### src/hw/rtl/bsb_pkg.sv
// Shared constants and types of the spectrum bar ballistics unit.
`default_nettype none

package bsb_pkg;

   // Field widths.
   localparam int BIN_W   = 8;
   localparam int MAG_W   = 16;
   localparam int LEVEL_W = 16;
   localparam int HOLD_W  = 10;
   localparam int COEF_W  = 16;
   localparam int PROD_W  = 32;

   // Wide enough to compare a bin index against the largest bin count.
   localparam int BIN_CMP_W = 13;

   // Default number of bins.
   localparam int NUM_BINS_DEF = 256;

   // Full-scale level in Q0.16.
   localparam logic [LEVEL_W-1:0] FULL_SCALE = 16'hFFFF;

   // Configuration port.
   localparam int CSR_IDX_W  = 3;
   localparam int CSR_DATA_W = 16;

   localparam logic [CSR_IDX_W-1:0] CSR_GAIN         = 3'd0;
   localparam logic [CSR_IDX_W-1:0] CSR_ATTACK_COEF  = 3'd1;
   localparam logic [CSR_IDX_W-1:0] CSR_RELEASE_COEF = 3'd2;
   localparam logic [CSR_IDX_W-1:0] CSR_HOLD_FRAMES  = 3'd3;
   localparam logic [CSR_IDX_W-1:0] CSR_DECAY_STEP   = 3'd4;

   // Register values after reset.
   localparam logic [COEF_W-1:0] GAIN_RST         = 16'd256;
   localparam logic [COEF_W-1:0] ATTACK_COEF_RST  = 16'd53150;
   localparam logic [COEF_W-1:0] RELEASE_COEF_RST = 16'd10070;
   localparam logic [HOLD_W-1:0] HOLD_FRAMES_RST  = 10'd30;
   localparam logic [COEF_W-1:0] DECAY_STEP_RST   = 16'd328;

   // Result queue: depth is a power of two so the pointers wrap naturally.
   // The count width also covers the fill level plus the items in the pipeline (at most 3).
   localparam int FIFO_DEPTH = 8;
   localparam int FIFO_PTR_W = 3;
   localparam int FIFO_CNT_W = 4;
   localparam logic [FIFO_CNT_W-1:0] FIFO_DEPTH_V = 4'd8;

   // One result item.
   typedef struct packed {
      logic [BIN_W-1:0]   bin_out;
      logic [LEVEL_W-1:0] level;
      logic [LEVEL_W-1:0] peak;
   } rsp_item_type;

   // Stored state of one bin.
   typedef struct packed {
      logic [LEVEL_W-1:0] level;
      logic [LEVEL_W-1:0] peak;
      logic [HOLD_W-1:0]  hold;
   } bin_state_type;

endpackage

`default_nettype wire

### src/hw/rtl/bsb_fifo.sv
// Result queue between the update pipeline and the result channel.
`default_nettype none

module bsb_fifo (
   input  wire logic                             clock,
   input  wire logic                             reset,
   input  wire logic                             push,
   input  wire bsb_pkg::rsp_item_type            push_data,
   input  wire logic                             pop,
   output logic                                  out_valid,
   output bsb_pkg::rsp_item_type                 out_data,
   output logic [bsb_pkg::FIFO_CNT_W-1:0]        count
);

   bsb_pkg::rsp_item_type                  entries_ff [bsb_pkg::FIFO_DEPTH];
   logic [bsb_pkg::FIFO_PTR_W-1:0]         wr_ptr_ff;
   logic [bsb_pkg::FIFO_PTR_W-1:0]         rd_ptr_ff;
   logic [bsb_pkg::FIFO_CNT_W-1:0]         count_ff;
   logic [bsb_pkg::FIFO_CNT_W-1:0]         count_in;

   // Storage; entries need no reset.
   always_ff @(posedge clock) begin
      if (push) begin
         entries_ff[wr_ptr_ff] <= push_data;
      end
   end

   // Next fill level.
   always_comb begin
      count_in = count_ff;
      if (push && !pop) begin
         count_in = count_ff + 1'b1;
      end else if (pop && !push) begin
         count_in = count_ff - 1'b1;
      end
   end

   // Pointers and fill level.
   always_ff @(posedge clock) begin
      if (reset) begin
         wr_ptr_ff <= '0;
         rd_ptr_ff <= '0;
         count_ff  <= '0;
      end else begin
         if (push) begin
            wr_ptr_ff <= wr_ptr_ff + 1'b1;
         end
         if (pop) begin
            rd_ptr_ff <= rd_ptr_ff + 1'b1;
         end
         count_ff <= count_in;
      end
   end

   assign out_valid = (count_ff != '0);
   assign out_data  = entries_ff[rd_ptr_ff];
   assign count     = count_ff;

`ifndef SYNTHESIS
   a_no_overflow : assert property (@(posedge clock) disable iff (reset)
      push |-> (count_ff < bsb_pkg::FIFO_DEPTH_V || pop))
      else $error("result queue written while full");

   a_no_underflow : assert property (@(posedge clock) disable iff (reset)
      pop |-> (count_ff != '0))
      else $error("result queue read while empty");

   a_push_shows : assert property (@(posedge clock) disable iff (reset)
      (push && count_ff == '0) |=> out_valid)
      else $error("pushed result not presented");
`endif

endmodule

`default_nettype wire

### config.mk
export PLATFORM = sky130hd
export DESIGN_NAME = bsb_fifo
export DESIGN_NICKNAME = d
export VERILOG_FILES = /design/src/hw/rtl/bsb_pkg.sv /design/src/hw/rtl/bsb_fifo.sv
export SDC_FILE = /design/constraint.sdc
export NUM_CORES = 1
export LEC_CHECK = 0
export BUFFER_PORTS_ARGS = -buffer_cell sky130_fd_sc_hd__buf_4
export CAP_MARGIN = 20
export CORE_MARGIN = 2
export CORE_UTILIZATION = 35
export CTS_BUF_LIST = sky130_fd_sc_hd__clkbuf_8
export CTS_CLUSTER_DIAMETER = 40
export DETAILED_ROUTE_END_ITERATION = 7
export PLACE_DENSITY_LB_ADDON = 0.3
export SLEW_MARGIN = 20
export SYNTH_ARGS = -nofsm -noshare
export SYNTH_HDL_FRONTEND = slang
export SYNTH_SLANG_ARGS = --single-unit
### constraint.sdc
create_clock -name clock -period 7.89 [get_ports clock]
set_input_delay 1.578 -clock clock [delete_from_list [all_inputs] [get_ports clock]]
set_output_delay 1.578 -clock clock [all_outputs]
set_load 0.03 [all_outputs]
==> run metrics, run 1 <==
sw frac=23.6%; Syn Area/Cell=24.4 um2; endpoints failing setup=0; DRC Markers=0; RSZ-0062 raised after global routing=no; synthesized area=0.0129 mm2; sequential power share=51.7%; largest net degree at the start of global routing=81; First-pass DRT Iterations=4; post-CTS resize count=0; maximum clock path buffer count=3; Period minus WS final=4800 ps; antenna violations before repair=1; CTS Buf Count=55; vias in the first global route=6,309; Fin. Hold Viols=0; worst min path class=reg -> reg; cells after synthesis=530; IO Count=89; worst slew pin tran=779 ps; Port Buffer Count=88; most frequent cells in the layout=edfxtp_1, buf_4, mux4_1, clkbuf_8, mux2_2; Die ar.=0.0385 mm2; CTS root buffer=clkbuf_8; #FFs+latches synth=333; maxcap violations=0; core area=0.0365 mm2; clock slew at reported path FFs=60 ps; Final Net Count=712; P_leak=5.11 nW; DP Wirelength=13.8 mm; crit path DAT=3220 ps; Worst slew margin=48.0%; # fillers=3,110; Die Ht=196 um; via count=5,789; TritonCTS Sinks=333; Starting DRT DRC Count=329; Final period util=60.8%; Area Growth Syn to Fin=18.2%; CTS Hold Bufs=0; share of cells above drive strength 1=32.4%; maximum clock frequency=208 MHz; CTS tree=done; worst-path maximum fanout=46; Crit. End Element=output pin; Clock Latency Late Sink=590 ps; yosys warns=0; drt via density=4.92; combinational fraction of design power=10.3%; initial core utilization=35.4%; crit path launch type=register; PwrDens=255 mW/mm2; grt ovf=0; Max Clock Skew=19.5 ps; final RePlAce weighted congestion=0.683; setup total negative slack=0 ps; leading cell type in the layout, fill and taps excluded=edfxtp_1; Net Sw Power=0.000921 W; first-pass GRT wire length=39.2 mm; outcome=complete, no violations; wire per inst=22.3 um; Clk pwr share=38.0%; antenna viol nets, final=0; GRT Overall Usage=13.9%; setup bufs post-CTS=0; path type of the worst setup path=reg -> out; Max Slew Vio Count=0; # rows=70; Int Pwr=0.00298 W; Net Count, Synth=580; VDD IR max=0.132 mV; required time worst endpoint=6310 ps; Synth cell types=22; chip width=196 um; Tot Pwr=0.00390 W; drt total wl=26.2 mm; H-tree depth=2; sequential fraction of the synthesis area=76.4%
## final cells by class
cell class                 instances  area (um2)  area share, %
sequential                       333        9880           64.7
multi-input combinational        171        2940           19.3
clock buffer                      57         785           5.14
timing repair buffer              99         763           5.00
tap                              468         586           3.83
clock inverter                    45         313           2.05
inverter                           2        7.51         0.0491
antenna                            1        2.50         0.0164
## metal layers
metal  track usage (%)  vias to the layer above  share of wire, %
li1                  -                     2589                 -
met1              17.2                     3034                42
met2              23.8                      121                51
met3              3.20                       45               4.9
met4              5.11                        0               2.1
met5                 0                        -                 0
## sequential cells by signal, summed over array words and instances, names as in the netlist, named ones only
name        cells
count           4
wr_ptr_ff       3
rd_ptr_ff       3
entries_ff    320
## logic make-up (layout without fill, tap and decap cells)
logic type,after synthesis,count (layout),share of synthesized area (%)
muxes,124,124,20.1
buffers and inverters,26,203,1.28
DFF,333,333,76.4
AOI/OAI and AO/OA,4,4,0.184
adders and majority gates,6,6,0.639
xor gates and xnor gates,6,6,0.407
other,0,1,0
and+or+nand+nor,31,31,1.04
## critical path, cell delays in order, from the launching register on
cell	delay, ps
dfxtp_4	730
buf_4	710
mux4_1	640
mux2_2	320
buf_4	180
## synthesized netlist by cell type, drive strengths merged
master    n  area share [%]
dfxtp    13             2.0
edfxtp  320              74
inv       2           0.058
nand2b    3            0.15
nor2b     1           0.048
xor2      3            0.20
clkbuf   15            0.44
nor2     19            0.55
a211oi    1           0.058
nor3      2           0.077
mux4     80              16
a21oi     2           0.077
ha        5            0.48
nand3     1           0.039
xnor2     3            0.20
mux2i     3            0.23
nand2     4            0.12
buf       9            0.78
mux2     41             3.6
a31oi     1           0.048
fa        1            0.15
or4       1           0.058
## path summary, 6_finish.rpt
check	start	to	slack, ps	cells past startpoint
max	register	out_data[30]	3090	4
max reg2reg	wr_ptr_ff[2]	entries_ff[4][29]	5680	3
min	rd_ptr_ff[2]	register	530	2
min reg2reg	rd_ptr_ff[2]	register	530	2
## through the flow
| stage | util (%) | worst slack, ps | hold WS (ps) | std cells | area, um2 |
|---|---|---|---|---|---|
| 6_report | 41.8 | 3090 | 529 | 1176 | 15300 |
| 5_1_grt | 41.8 | 2920 | 578 | 1176 | 15300 |
| 4_1_cts | 41.7 | 2970 | 541 | 1174 | 15200 |
| 3_5_place_dp | 38.7 | 3630 | 526 | 1072 | 14100 |
| 3_3_place_gp | 38.7 | 3680 | 507 | 1072 | 14100 |
| 2_1_floorplan | - | 2990 | 485 | 530 | 12900 |
## power by group through the flow
stage	logic [W]	clock network (W)	registers, W
floorplan	0.000263	0	0.00205
CTS	0.000401	0.00153	0.00203
global placement	0.000391	0	0.00206
detailed placement	0.000399	0	0.00207
global route	0.000429	0.00161	0.00202
finish	0.000402	0.00148	0.00202
No activity file was read; power rests on OpenSTA's default activity.
==> run 2: changes to the inputs <==
- clock period: 7.89 -> 4.85 ns (I/O delays scaled with it)
==> run metrics, run 2 (same netlist as run 1, synthesis figures left out) <==
Global Route met2 Usage=24.4% (+0.58 points); clock slew at reported path FFs=60 ps (about the same); Largest register FFs=320 (unchanged); required time worst endpoint=3880 ps (-2430 ps); P_leak=5.14 nW (+0.72%); Fin. Hold Viols=0 (unchanged); Port Buffer Count=88 (unchanged); Final Net Count=716 (+0.56%); DP Wirelength=14.6 mm (+5.7%); hold wc startpoint=rd_ptr_ff[1]; Period minus WS final=3870 ps; RR Endpoint=entries_ff[0][27]; path type of the worst setup path=reg -> out; IO Count=89 (unchanged); Crit. End Element=output pin; VDD IR max=0.244 mV (+85%); maximum clock path buffer count=3 (unchanged); DRC Markers=0 (unchanged); maximum clock frequency=258 MHz; Starting DRT DRC Count=394 (+20%); Non-Filler Instances=1,174 (-0.17%); vias in the first global route=6,320 (+0.17%); grt ovf=0 (unchanged); crit path launch type=register; busiest layer in global routing=met2; First-pass DRT Iterations=6 (+2); CTS Hold Bufs=0 (unchanged); GRT Overall Usage=13.9% (-0.025 points); Die ar.=0.0385 mm2 (unchanged); Clock Latency Late Sink=580 ps (about the same); # rows=70 (unchanged); outcome=complete, no violations; Global Route met1 Usage=16.9% (-0.33 points); Area Growth Syn to Fin=18.2% (about the same); CTS tree=done; Max Slew Vio Count=0 (unchanged); core area=0.0365 mm2 (unchanged); share of cells above drive strength 1=32.0% (-0.38 points); H-tree depth=2 (unchanged); Hold Path Depth=2 (unchanged); drt total wl=26.4 mm (+0.59%); grt met3 use=3.15% (-0.052 points); maxcap violations=0 (unchanged); worst slew pin tran=1050 ps (+274 ps); area occupied by multi-input gates=0.00294 mm2 (unchanged); endpoints failing setup=0 (unchanged); chip width=196 um (unchanged); CTS Buf Count=54 (-1.8%); first-pass GRT wire length=39.1 mm (-0.28%); post-CTS resize count=0 (unchanged); RR Startpoint=wr_ptr_ff[2]; Biggest register=entries_ff; Max Clock Skew=11.0 ps (-8.54 ps); Worst slew margin=29.6% (-18 points); CTS root buffer=clkbuf_8; most frequent cells in the layout=edfxtp_1, buf_4, mux4_1, clkbuf_8, mux2_2; Final period util=79.8%; wire per inst=22.5 um (+0.76%); r2r setup slk=2600 ps (-3080 ps); Ant. Diodes=0 (-1); worst-path maximum fanout=41 (-11%); area occupied by registers=0.00988 mm2 (unchanged); Die Ht=196 um (unchanged); setup total negative slack=0 ps (unchanged); RSZ-0062 raised after global routing=no; setup ws final=979 ps (-2110 ps); Tot Pwr=0.00623 W (+60%); antenna violations before repair=0 (-1); drt via density=4.95 (+0.55%); # fillers=3,116 (+0.19%); Inst Count DP=1,077 (+0.47%); antenna viol nets, final=0 (unchanged); initial core utilization=35.4% (unchanged); crit path DAT=2900 ps (-320 ps); final RePlAce weighted congestion=0.660 (-3.4%); largest net degree at the start of global routing=81 (unchanged); setup bufs post-CTS=0 (unchanged); TritonCTS Sinks=333 (unchanged); worst min path class=reg -> reg; via count=5,811 (+0.38%); dpl ws=1560 ps (-2060 ps); Register-to-Register Path Depth=3 (unchanged); PwrDens=408 mW/mm2 (+60%); leading cell type in the layout, fill and taps excluded=edfxtp_1
==> run 2: through the flow <==
stage	hold WS [ps]	cell area, um2	util (%)
after global routing	555	15300	41.8
after CTS	538	15200	41.7
after floorplan	485	12900	-
after detailed placement	534	14200	38.9
final	542	15300	41.8
after global placement	510	14200	38.9
==> run 2: power breakdown <==
| group | internal (W) | total (W) | switching, W |
|---|---|---|---|
| sequential | 0.00324 | 0.00329 | 0.0000528 |
| clock | 0.00123 | 0.00229 | 0.00106 |
| combinational | 0.000296 | 0.000652 | 0.000357 |
| total | 0.00477 | 0.00623 | 0.00147 |
==> run 2: layout make-up <==
type / instances / area share [%]
clock inverter: 40 / 1.70
sequential: 333 / 64.7
multi-input combinational: 171 / 19.3
tap: 468 / 3.84
clock buffer: 56 / 5.05
timing repair buffer: 104 / 5.41
inverter: 2 / 0.0492
==> run 2: how the worst max path moves through the flow <==
stage	start	slack, ps	endpoint
after global routing	register	870	out_data[19]
after detailed placement	register	1560	out_data[28]
final	register	980	out_data[28]
after CTS	register	940	out_data[28]
after floorplan	push	560	entries_ff[0][0]
after global placement	register	1570	out_data[19]
==> run 2: worst max-delay path: stages, from the launching register on <==
cell and delay, ps:
dfxtp_4 820, buf_12 330, mux4_1 590, mux2_2 310
buf_4 180
==> run 2: routing by layer <==
layer | up-vias | share of wire, %
li1 | 2593 | -
met1 | 3023 | 41
met2 | 146 | 51
met3 | 49 | 4.9
met4 | 0 | 2.4
met5 | - | 0
